## src/rtl/core/lps_pkg.sv

```systemverilog
// Shared constants and command codes for the line pixel stepper.
package lps_pkg;

    localparam int LPS_COORD_BITS  = 12;
    localparam int LPS_COLOR_BITS  = 32;
    localparam int LPS_QUEUE_DEPTH = 2;

    localparam logic CMD_START = 1'b0;
    localparam logic CMD_STEP  = 1'b1;

endpackage

```

## src/rtl/core/lps_front.sv

```systemverilog
// Front end: classifies a start request into major/minor axes, ordered endpoints and deltas.
module lps_front #(
    parameter int COORD_BITS = lps_pkg::LPS_COORD_BITS
) (
    input  logic [COORD_BITS-1:0]        i_start_x,
    input  logic [COORD_BITS-1:0]        i_start_y,
    input  logic [COORD_BITS-1:0]        i_end_x,
    input  logic [COORD_BITS-1:0]        i_end_y,
    output logic                         o_steep,
    output logic [COORD_BITS-1:0]        o_major_pos,
    output logic [COORD_BITS-1:0]        o_major_end,
    output logic [COORD_BITS-1:0]        o_minor_pos,
    output logic [COORD_BITS-1:0]        o_major_delta,
    output logic [COORD_BITS-1:0]        o_minor_delta,
    output logic                         o_minor_down,
    output logic signed [COORD_BITS+1:0] o_err_first
);

    logic [COORD_BITS-1:0] dx;
    logic [COORD_BITS-1:0] dy;
    logic [COORD_BITS-1:0] ma;
    logic [COORD_BITS-1:0] mb;
    logic [COORD_BITS-1:0] mi;
    logic [COORD_BITS-1:0] nb;
    logic                  swap_ends;
    logic [COORD_BITS-1:0] minor_far;

    assign dx = (i_start_x > i_end_x) ? (i_start_x - i_end_x) : (i_end_x - i_start_x);
    assign dy = (i_start_y > i_end_y) ? (i_start_y - i_end_y) : (i_end_y - i_start_y);
    assign o_steep = (dy > dx);

    assign ma = o_steep ? i_start_y : i_start_x;
    assign mi = o_steep ? i_start_x : i_start_y;
    assign mb = o_steep ? i_end_y   : i_end_x;
    assign nb = o_steep ? i_end_x   : i_end_y;

    // order endpoints so the major coordinate rises
    assign swap_ends   = (ma > mb);
    assign o_major_pos = swap_ends ? mb : ma;
    assign o_major_end = swap_ends ? ma : mb;
    assign o_minor_pos = swap_ends ? nb : mi;
    assign minor_far   = swap_ends ? mi : nb;

    assign o_major_delta = o_steep ? dy : dx;
    assign o_minor_delta = o_steep ? dx : dy;
    assign o_minor_down  = (o_minor_pos > minor_far);

    // error after the first pixel: half the major delta less the minor delta
    assign o_err_first = $signed({2'b00, (o_major_delta >> 1)})
                       - $signed({2'b00, o_minor_delta});

endmodule

```

## src/rtl/core/lps_queue.sv

```systemverilog
// Short request queue between the front end and the stepping engine.
module lps_queue #(
    parameter int WIDTH = 8,
    parameter int DEPTH = lps_pkg::LPS_QUEUE_DEPTH
) (
    input  logic             i_clk,
    input  logic             i_rst_n,
    input  logic             i_push,
    input  logic [WIDTH-1:0] i_data,
    output logic             o_full,
    output logic             o_valid,
    output logic [WIDTH-1:0] o_data,
    input  logic             i_pop
);

    localparam int PTR_W = (DEPTH > 1) ? $clog2(DEPTH) : 1;
    localparam int CNT_W = $clog2(DEPTH + 1);

    logic [WIDTH-1:0] r_mem [DEPTH];
    logic [PTR_W-1:0] r_wr_ptr;
    logic [PTR_W-1:0] r_rd_ptr;
    logic [CNT_W-1:0] r_count;
    logic [PTR_W-1:0] n_wr_ptr;
    logic [PTR_W-1:0] n_rd_ptr;
    logic [CNT_W-1:0] n_count;
    logic             do_push;
    logic             do_pop;

    assign o_full  = (r_count == CNT_W'(DEPTH));
    assign o_valid = (r_count != '0);
    assign o_data  = r_mem[r_rd_ptr];
    assign do_push = i_push && !o_full;
    assign do_pop  = i_pop && o_valid;

    always_comb begin
        n_wr_ptr = r_wr_ptr;
        n_rd_ptr = r_rd_ptr;
        n_count  = r_count;
        if (do_push) begin
            n_wr_ptr = (r_wr_ptr == PTR_W'(DEPTH - 1)) ? '0 : r_wr_ptr + 1'b1;
        end
        if (do_pop) begin
            n_rd_ptr = (r_rd_ptr == PTR_W'(DEPTH - 1)) ? '0 : r_rd_ptr + 1'b1;
        end
        if (do_push && !do_pop) begin
            n_count = r_count + 1'b1;
        end else if (do_pop && !do_push) begin
            n_count = r_count - 1'b1;
        end
    end

    always_ff @(posedge i_clk) begin
        if (!i_rst_n) begin
            r_wr_ptr <= '0;
            r_rd_ptr <= '0;
            r_count  <= '0;
        end else begin
            r_wr_ptr <= n_wr_ptr;
            r_rd_ptr <= n_rd_ptr;
            r_count  <= n_count;
        end
    end

    always_ff @(posedge i_clk) begin
        if (do_push) begin
            r_mem[r_wr_ptr] <= i_data;
        end
    end

endmodule

```

## src/rtl/core/lps_back.sv

```systemverilog
// Stepping engine: holds the line state, emits one result per request into the output register.
module lps_back #(
    parameter int COORD_BITS = lps_pkg::LPS_COORD_BITS
) (
    input  logic                                i_clk,
    input  logic                                i_rst_n,
    input  logic                                i_q_valid,
    output logic                                o_q_pop,
    input  logic                                i_q_command,
    input  logic                                i_q_steep,
    input  logic [COORD_BITS-1:0]               i_q_major_pos,
    input  logic [COORD_BITS-1:0]               i_q_major_end,
    input  logic [COORD_BITS-1:0]               i_q_minor_pos,
    input  logic [COORD_BITS-1:0]               i_q_major_delta,
    input  logic [COORD_BITS-1:0]               i_q_minor_delta,
    input  logic                                i_q_minor_down,
    input  logic signed [COORD_BITS+1:0]        i_q_err_first,
    input  logic [lps_pkg::LPS_COLOR_BITS-1:0]  i_q_color,
    output logic                                o_valid,
    input  logic                                i_ready,
    output logic [COORD_BITS-1:0]               o_pixel_x,
    output logic [COORD_BITS-1:0]               o_pixel_y,
    output logic [lps_pkg::LPS_COLOR_BITS-1:0]  o_pixel_color,
    output logic                                o_pixel_valid,
    output logic                                o_last_pixel
);

    localparam int EW = COORD_BITS + 2;

    // line state
    logic [COORD_BITS-1:0]              r_major_pos, n_major_pos;
    logic [COORD_BITS-1:0]              r_major_end, n_major_end;
    logic [COORD_BITS-1:0]              r_minor_pos, n_minor_pos;
    logic signed [EW-1:0]               r_error,     n_error;
    logic [COORD_BITS-1:0]              r_major_delta, n_major_delta;
    logic [COORD_BITS-1:0]              r_minor_delta, n_minor_delta;
    logic                               r_minor_down, n_minor_down;
    logic                               r_steep,     n_steep;
    logic                               r_active,    n_active;
    logic [lps_pkg::LPS_COLOR_BITS-1:0] r_color,     n_color;

    // output register
    logic                               r_o_valid;
    logic [COORD_BITS-1:0]              r_px, n_px;
    logic [COORD_BITS-1:0]              r_py, n_py;
    logic [lps_pkg::LPS_COLOR_BITS-1:0] r_pc, n_pc;
    logic                               r_pv, n_pv;
    logic                               r_last, n_last;

    logic                               advance;
    logic                               is_start;
    logic                               emit;
    logic [COORD_BITS-1:0]              cur_major;
    logic [COORD_BITS-1:0]              cur_end;
    logic [COORD_BITS-1:0]              cur_minor;
    logic [COORD_BITS-1:0]              cur_major_delta;
    logic [COORD_BITS-1:0]              cur_minor_delta;
    logic                               cur_down;
    logic                               cur_steep;
    logic [lps_pkg::LPS_COLOR_BITS-1:0] cur_color;
    logic                               at_end;
    logic signed [EW-1:0]               err_sub;

    // advance when the output register is empty or being drained
    assign advance  = i_q_valid && (!r_o_valid || i_ready);
    assign o_q_pop  = advance;
    assign is_start = (i_q_command == lps_pkg::CMD_START);
    assign emit     = is_start || r_active;

    assign cur_major       = is_start ? i_q_major_pos   : r_major_pos;
    assign cur_end         = is_start ? i_q_major_end   : r_major_end;
    assign cur_minor       = is_start ? i_q_minor_pos   : r_minor_pos;
    assign cur_major_delta = is_start ? i_q_major_delta : r_major_delta;
    assign cur_minor_delta = is_start ? i_q_minor_delta : r_minor_delta;
    assign cur_down        = is_start ? i_q_minor_down  : r_minor_down;
    assign cur_steep       = is_start ? i_q_steep       : r_steep;
    assign cur_color       = is_start ? i_q_color       : r_color;
    assign at_end          = (cur_major == cur_end);

    assign err_sub = is_start ? i_q_err_first
                              : (r_error - $signed({2'b00, r_minor_delta}));

    always_comb begin
        n_major_pos   = r_major_pos;
        n_major_end   = r_major_end;
        n_minor_pos   = r_minor_pos;
        n_error       = r_error;
        n_major_delta = r_major_delta;
        n_minor_delta = r_minor_delta;
        n_minor_down  = r_minor_down;
        n_steep       = r_steep;
        n_active      = r_active;
        n_color       = r_color;
        n_px          = '0;
        n_py          = '0;
        n_pc          = '0;
        n_pv          = 1'b0;
        n_last        = 1'b0;
        if (emit) begin
            n_px   = cur_steep ? cur_minor : cur_major;
            n_py   = cur_steep ? cur_major : cur_minor;
            n_pc   = cur_color;
            n_pv   = 1'b1;
            n_last = at_end;

            n_major_end   = cur_end;
            n_major_delta = cur_major_delta;
            n_minor_delta = cur_minor_delta;
            n_minor_down  = cur_down;
            n_steep       = cur_steep;
            n_color       = cur_color;
            n_active      = !at_end;
            n_major_pos   = cur_major;
            n_minor_pos   = cur_minor;
            n_error       = err_sub;
            if (!at_end) begin
                n_major_pos = cur_major + 1'b1;
                // step the minor axis when the error goes negative
                if (err_sub < 0) begin
                    n_minor_pos = cur_down ? (cur_minor - 1'b1) : (cur_minor + 1'b1);
                    n_error     = err_sub + $signed({2'b00, cur_major_delta});
                end
            end
        end
    end

    always_ff @(posedge i_clk) begin
        if (!i_rst_n) begin
            r_active  <= 1'b0;
            r_o_valid <= 1'b0;
        end else begin
            if (advance) begin
                r_active  <= n_active;
                r_o_valid <= 1'b1;
            end else if (i_ready) begin
                r_o_valid <= 1'b0;
            end
        end
    end

    always_ff @(posedge i_clk) begin
        if (advance) begin
            r_major_pos   <= n_major_pos;
            r_major_end   <= n_major_end;
            r_minor_pos   <= n_minor_pos;
            r_error       <= n_error;
            r_major_delta <= n_major_delta;
            r_minor_delta <= n_minor_delta;
            r_minor_down  <= n_minor_down;
            r_steep       <= n_steep;
            r_color       <= n_color;
            r_px          <= n_px;
            r_py          <= n_py;
            r_pc          <= n_pc;
            r_pv          <= n_pv;
            r_last        <= n_last;
        end
    end

    assign o_valid       = r_o_valid;
    assign o_pixel_x     = r_px;
    assign o_pixel_y     = r_py;
    assign o_pixel_color = r_pc;
    assign o_pixel_valid = r_pv;
    assign o_last_pixel  = r_last;

endmodule

```

## src/rtl/core/line_pixel_stepper_unit.sv

```systemverilog
// Top level of the Bresenham line pixel stepper: front end, request queue and stepping engine.
//
//  channel   direction  handshake           payload
//  request   in         i_valid / o_ready   i_command, i_start_x/y, i_end_x/y, i_line_color
//  pixel     out        o_valid / i_ready   o_pixel_x/y, o_pixel_color, o_pixel_valid,
//                                           o_last_pixel
//
// Sustained rate is one request per cycle while i_ready holds; every request yields exactly one pixel result.
// The two-entry queue captures a request at the accepting edge; the engine then loads the output
// register from the queue head once that register is empty or being drained.
// The engine's combinational add, compare and increment on the error term sets the rate.
// Reset (synchronous, active low) empties the queue, drops any line and clears o_valid.
// A stall on the pixel side fills the queue; o_ready falls once both entries are held.
module line_pixel_stepper_unit #(
    parameter int COORD_BITS = lps_pkg::LPS_COORD_BITS
) (
    input  logic                               i_clk,
    input  logic                               i_rst_n,
    input  logic                               i_valid,
    output logic                               o_ready,
    input  logic                               i_command,
    input  logic [COORD_BITS-1:0]              i_start_x,
    input  logic [COORD_BITS-1:0]              i_start_y,
    input  logic [COORD_BITS-1:0]              i_end_x,
    input  logic [COORD_BITS-1:0]              i_end_y,
    input  logic [lps_pkg::LPS_COLOR_BITS-1:0] i_line_color,
    output logic                               o_valid,
    input  logic                               i_ready,
    output logic [COORD_BITS-1:0]              o_pixel_x,
    output logic [COORD_BITS-1:0]              o_pixel_y,
    output logic [lps_pkg::LPS_COLOR_BITS-1:0] o_pixel_color,
    output logic                               o_pixel_valid,
    output logic                               o_last_pixel
);

    typedef struct packed {
        logic                               command;
        logic                               steep;
        logic [COORD_BITS-1:0]              major_pos;
        logic [COORD_BITS-1:0]              major_end;
        logic [COORD_BITS-1:0]              minor_pos;
        logic [COORD_BITS-1:0]              major_delta;
        logic [COORD_BITS-1:0]              minor_delta;
        logic                               minor_down;
        logic signed [COORD_BITS+1:0]       err_first;
        logic [lps_pkg::LPS_COLOR_BITS-1:0] color;
    } t_entry;

    t_entry push_entry;
    t_entry head_entry;
    logic   q_full;
    logic   q_valid;
    logic   q_pop;

    lps_front #(
        .COORD_BITS (COORD_BITS)
    ) u_front (
        .i_start_x     (i_start_x),
        .i_start_y     (i_start_y),
        .i_end_x       (i_end_x),
        .i_end_y       (i_end_y),
        .o_steep       (push_entry.steep),
        .o_major_pos   (push_entry.major_pos),
        .o_major_end   (push_entry.major_end),
        .o_minor_pos   (push_entry.minor_pos),
        .o_major_delta (push_entry.major_delta),
        .o_minor_delta (push_entry.minor_delta),
        .o_minor_down  (push_entry.minor_down),
        .o_err_first   (push_entry.err_first)
    );

    assign push_entry.command = i_command;
    assign push_entry.color   = i_line_color;
    assign o_ready            = !q_full;

    lps_queue #(
        .WIDTH ($bits(t_entry)),
        .DEPTH (lps_pkg::LPS_QUEUE_DEPTH)
    ) u_queue (
        .i_clk   (i_clk),
        .i_rst_n (i_rst_n),
        .i_push  (i_valid),
        .i_data  (push_entry),
        .o_full  (q_full),
        .o_valid (q_valid),
        .o_data  (head_entry),
        .i_pop   (q_pop)
    );

    lps_back #(
        .COORD_BITS (COORD_BITS)
    ) u_back (
        .i_clk           (i_clk),
        .i_rst_n         (i_rst_n),
        .i_q_valid       (q_valid),
        .o_q_pop         (q_pop),
        .i_q_command     (head_entry.command),
        .i_q_steep       (head_entry.steep),
        .i_q_major_pos   (head_entry.major_pos),
        .i_q_major_end   (head_entry.major_end),
        .i_q_minor_pos   (head_entry.minor_pos),
        .i_q_major_delta (head_entry.major_delta),
        .i_q_minor_delta (head_entry.minor_delta),
        .i_q_minor_down  (head_entry.minor_down),
        .i_q_err_first   (head_entry.err_first),
        .i_q_color       (head_entry.color),
        .o_valid         (o_valid),
        .i_ready         (i_ready),
        .o_pixel_x       (o_pixel_x),
        .o_pixel_y       (o_pixel_y),
        .o_pixel_color   (o_pixel_color),
        .o_pixel_valid   (o_pixel_valid),
        .o_last_pixel    (o_last_pixel)
    );

endmodule

```

## config.mk

```make
export PLATFORM = sky130hd
export DESIGN_NAME = line_pixel_stepper_unit
export DESIGN_NICKNAME = d
export VERILOG_FILES = /design/src/rtl/core/lps_pkg.sv /design/src/rtl/core/lps_front.sv /design/src/rtl/core/lps_queue.sv /design/src/rtl/core/lps_back.sv /design/src/rtl/core/line_pixel_stepper_unit.sv
export SDC_FILE = /design/constraint.sdc
export NUM_CORES = 1
export LEC_CHECK = 0
export BUFFER_PORTS_ARGS = -buffer_cell sky130_fd_sc_hd__buf_2
export CAP_MARGIN = 0
export CORE_MARGIN = 2
export CORE_UTILIZATION = 55
export CTS_CLUSTER_SIZE = 16
export DETAILED_ROUTE_END_ITERATION = 7
export GPL_TIMING_DRIVEN = 0
export HOLD_SLACK_MARGIN = 0.03
export PLACE_DENSITY = 0.76
export SETUP_SLACK_MARGIN = 0.05
export SYNTH_ARGS = -nofsm -noshare
export SYNTH_HDL_FRONTEND = slang
export SYNTH_SLANG_ARGS = --single-unit
```

## constraint.sdc

```tcl
create_clock -name i_clk -period 7.5 [get_ports i_clk]
set_input_delay 0.75 -clock i_clk [delete_from_list [all_inputs] [get_ports i_clk]]
set_output_delay 0.75 -clock i_clk [all_outputs]
set_load 0.05 [all_outputs]
```

* Word level (Yosys, flattened, before mapping)
Memory sizes are Yosys's and may differ from the RTL's. A register that Yosys moved wholly into a read port is not among the register bits. Cells that the tools add are included.
Word-level totals: flip-flop bits (word level) 172, latch bits 0, bits in writable memories 218, ROM bits 0, bits of input ports 85, logic and storage cells 99, memories kept 1
Memories:
- u_queue.r_mem | depth 2, width 109, read ports 1, clocked after Yosys merged registers in 1, wr ports 1, line lps_queue.sv:19 | logic [WIDTH-1:0] r_mem [DEPTH];
Cells by class: add/sub/neg operators 14, multiply operators 0, div/mod/pow operators 0, $lt $le $gt $ge 6, equal/unequal tests 2, shift-type cells 0, mux-type cells 39, bitwise logic cells 1, reduce and logical (&&, ||, !) cells 17
Operators with widths (number):
- $mux W12 | 22
- $gt A12 B12 Y1 | 5
- $sub A12 B12 Y12 | 4
- $mux W14 | 3
- $mux W32 | 1
- $add A12 B1 Y12 const B | 2
- $add A14 B13 Y14 | 1
- $lt A14 B1 Y1 const B | 1
- $sub A14 B13 Y14 | 1
- $sub A11 B12 Y13 | 1
- $eq A12 B12 Y1 | 1
- $sub A12 B1 Y12 const B | 1
- $mux W1 | 11
- $reduce_bool A2 Y1 | 3
- $logic_and A1 B1 Y1 | 5
- $logic_not A1 Y1 | 5
- $mux W2 | 2
- $reduce_and A3 Y1 | 1
- $add A1 B1 Y1 const B | 2
- $add A2 B1 Y2 const B | 1
- $eq A2 B2 Y1 const B | 1
- $logic_or A1 B1 Y1 | 2
- $reduce_and A2 Y1 | 1
- $sub A2 B1 Y2 const B | 1
- $not A1 Y1 | 1

* Depth between registers and ports, before layout
depth after elaboration 7, depth in mapped cells 42, gate-level depth less buffers 39

* Modules after synthesis
A second synthesis with hierarchy kept.
Unflattened totals: cells, all modules 1745, area total of the unflattened synthesis 22427.8 um2
Modules (own cells, without submodules):
- lps_back | instances 1, cells an instance 689, area an instance 9068.7 um2, sequential area each 5024.8 um2
- lps_queue | instances 1, cells an instance 364, area an instance 8126.5 um2, sequential area each 6646.4 um2
- lps_front | instances 1, cells an instance 691, area an instance 5228.8 um2, sequential area each 0.0 um2
- line_pixel_stepper_unit | instances 1, cells an instance 1, area an instance 3.8 um2, sequential area each 0.0 um2

* Worst setup path after synthesis
Ideal clock, no wire load.
kind input-to-reg, from in i_start_x[0], to mem u_queue.r_mem[0][46] (netlist bit), data pin, setup time 0.270 ns, arrival time 7.993 ns, required time 7.230 ns, slack -0.764 ns, stages 40, cells stage by stage inv_1 > ha_1 > fa_1 > nor2b_1 > o21ai_1 > a21oi_1 > o21ai_1 > nand2_2 > mux2_1 > a211oi_1 > xnor2_1 > inv_1 > ha_1 > a21o_1 > a21o_1 > a21oi_1 > o21ai_0 > o21ai_1 > (+4 left out) > inv_1 > ha_1 > a21o_1 > a21o_1 > a21oi_1 > o21ai_0 > a21oi_1 > a21oi_1 > clkbuf_1 > clkbuf_1 > mux2i_1 > ha_1 > a21o_1 > a21o_1 > a21oi_1 > nor2_1 > a2111oi_0 > nor2_1
RTL lines:
- from (decl) | line line_pixel_stepper_unit.sv:22 | input logic [COORD_BITS-1:0] i_start_x,
- to (decl) | line lps_queue.sv:19

==> results.py <==
metrics = {
    "grt": {
        "antenna_found_initial": 1,
        "grt_usage": 0.2757,
        "grt_overflow": 0,
        "grt_pass1_wl_um": 87710,
        "grt_pass1_vias": 15730,
        "grt_max_degree": 50,
    },
    "critical_path": {
        "cpLargestDelayFamily": "compound AO/OA/AOI/OAI gates",
        "start_kind": "input pin",
        "path_max_fanout": 10,
        "critPathLaunch": "i_start_y[5]",
        "reg2reg_slack_ps": 1740,
        "r2r-end": "u_back.r_error[12]$_DFFE_PP_",
        "cp.required_ps": 7760,
        "path_buf_inv": 10,
        "path_class": "input pin to flip-flop",
        "arrival_ps": 7570,
        "reg2regPathDepth": 18,
        "slowest_stage": "or4_1",
        "crit_cells": 39,
        "endpoint_kind": "flip-flop",
        "max_stage_delay_ps": 420,
        "cp-endpoint": "u_queue.r_mem[1][46]$_DFFE_PP_",
    },
    "synth": {
        "synth.top_cells.by_count": "edfxtp_1, mux2i_1, a21oi_1",
        "synth_ff_type": "edfxtp_1",
        "ys_seq_area_frac": 0.5332,
        "netlist.area_leader.share": 0.5267,
        "ys_top_cells_by_area": "edfxtp_1, mux2i_1, ha_1",
        "syn_area_per_cell_um2": 11.68,
        "yosysWarningCount": 0,
        "syn-num-nets": 2086,
        "syn_area_mm2": 0.02178,
        "synth.ff_latch_count": 389,
        "synth-edff-count": 382,
        "syn_inst": 1864,
        "ys_async_sr_fraction": 0,
        "yosysMostFrequentCell": "edfxtp_1",
        "synth_cell_types": 70,
        "synth_top_cell_by_area": "edfxtp_1",
    },
    "floorplan": {
        "initial_utilization": 0.5609,
        "die_area_mm2": 0.04120,
        "io_pins": 145,
        "core_mm2": 0.03883,
        "core.rowCount": 72,
        "fp.dieW_um": 203.0,
        "die_h_um": 203.0,
    },
    "status": {
        "run_status": "completed",
    },
    "layout": {
        "final_core_util": 0.6694,
        "drive_gt1_frac": 0.2208,
        "area_growth_pct": 19.36,
        "final_nets": 2335,
    },
    "clocking": {
        "clk_pin_slew_ps": 60,
        "clk_latency_ps": 530,
        "cts_buffer_depth": 3,
        "cts_tree": "done",
        "h-tree-depth": 2,
        "cts_made_buffers": 40,
        "clock-sinks": 389,
        "root_buffer": "clkbuf_16",
    },
    "timing": {
        "finalCriticalPeriod_ps": 7303,
        "setup_viol": 0,
        "worst_pin_slew_ps": 1131,
        "finalHoldViolations": 0,
        "maxSlewViolCount": 0,
        "skew_ps": 19.08,
        "fmax_mhz": 136.9,
        "post-route-period-util": 0.9738,
        "slew_headroom": 0.2246,
    },
    "placement": {
        "gp_congestion": 0.9832,
        "hpwl_um": 41640,
        "portBuffers": 144,
    },
    "detailed_routing": {
        "finalWirelength_um": 57800,
        "drc": 0,
        "vias_per_cell": 5.907,
        "ant_nets": 0,
        "detail_route.wl_per_cell_um": 21.72,
        "first_pass_iters": 6,
        "drt_iter0_drc": 1423,
        "num_vias": 15720,
    },
    "job": {
        "maxCapViolCount": 0,
    },
    "min_path": {
        "worst_hold_path_type": "input pin to flip-flop",
    },
}
logic make-up (layout without fill, tap and decap cells):
logic type / Yosys count / in the layout / share of synthesized area
buf+inv: 189 / 467 / 0.03493
flops: 389 / 389 / 0.5332
compound gates: 401 / 401 / 0.1104
xor+xnor: 80 / 80 / 0.03217
other cells: 0 / 1 / 0
fa+ha+maj: 137 / 137 / 0.08147
mux: 250 / 250 / 0.1181
simple gates: 418 / 418 / 0.08980
flip-flops by register name, summed over array words and instances (netlist names), named ones only:
name	flops
u_back.o_pixel_x	12
u_back.r_active	1
u_back.o_pixel_color	32
u_back.r_minor_down	1
u_queue.r_rd_ptr	1
u_back.r_minor_pos	12
u_back.o_last_pixel	1
u_back.o_valid	1
u_back.r_minor_delta	12
u_back.r_major_delta	12
u_back.o_pixel_y	12
u_back.r_error	14
u_back.o_pixel_valid	1
u_back.r_color	32
u_queue.r_count	2
u_back.r_major_pos	12
u_queue.r_mem	216
u_queue.r_wr_ptr	1
u_back.r_major_end	12
u_back.r_steep	1
cell usage in the layout (no fill, tap or decap), drive strengths merged, types with 5 or more instances in the layout:
master / count
a21boi: 8
inv: 116
nand2b: 15
nand2: 149
and2: 41
nand3: 14
dfxtp: 7
a21oi: 150
mux2i: 201
mux2: 49
edfxtp: 382
or3: 6
a21o: 39
o21bai: 8
a32oi: 5
nor3: 17
buf: 239
fa: 8
clkinv: 17
o31ai: 7
o21ai: 121
a211oi: 14
xnor2: 47
ha: 129
o21a: 19
nor2: 118
nor2b: 23
and3: 6
and4: 5
a31o: 5
xor2: 33
clkbuf: 94
nand4: 14
layer usage:
layer	wire, µm	up-vias	track usage
met4	1708	0	0.08212
met1	24220	7673	0.3618
li1	-	7319	-
met5	0	-	0
met2	28040	623	0.4795
met3	3824	103	0.03579
area by class of cell:
| class | instances | area (µm²) |
|---|---|---|
| antenna | 1 | 2.502 |
| timing repair buffer | 213 | 1426 |
| tap | 518 | 648.1 |
| sequential | 389 | 11610 |
| fill | 2868 | 12830 |
| inverter | 115 | 431.7 |
| clock buffer | 52 | 1087 |
| clock inverter | 19 | 88.84 |
| buffer | 68 | 470.5 |
| multi-input combinational | 1286 | 10230 |
worst min path at each step:
stage                                    startpoint                               to  slack (ps)  cells after the start
floorplan           u_queue.r_count[1]$_SDFFE_PN0P_  u_queue.r_count[1]$_SDFFE_PN0P_         490                      2
global placement    u_queue.r_count[1]$_SDFFE_PN0P_  u_queue.r_count[1]$_SDFFE_PN0P_         500                      2
detailed placement     u_back.r_active$_SDFFE_PN0P_     u_back.r_active$_SDFFE_PN0P_         530                      2
CTS                                i_line_color[31]   u_queue.r_mem[1][31]$_DFFE_PP_         380                      1
global route                        i_line_color[0]    u_queue.r_mem[1][0]$_DFFE_PP_         390                      1
finish                             i_line_color[31]   u_queue.r_mem[1][31]$_DFFE_PP_         410                      1
timing repair:
item / in CTS / in global routing
setup endpoints to repair: 35 / 10
pin swaps: 13 / 45
hold buffers: 0 / 0
gates resized for setup: 63 / 130
gates cloned: 0 / 2
setup buffers: 23 / 34
through the flow:
step	std cells	worst slack, ps	hold WS [ps]	TNS (ps)	instance area [µm²]
2_1_floorplan	1864	78.86	490.5	0	21860
3_3_place_gp	2526	-2015	503.8	-366850	23230
3_5_place_dp	2536	-1850	533.0	-44520	23470
4_1_cts	2626	52.00	383.8	0	25110
5_1_grt	2660	-94.37	391.1	-188.6	25990
6_report	2661	196.6	412.2	0	25990
Power is left out: the tool's default activity adds up to more than one toggle a clock period on the data nets, which glitch-free logic cannot reach.
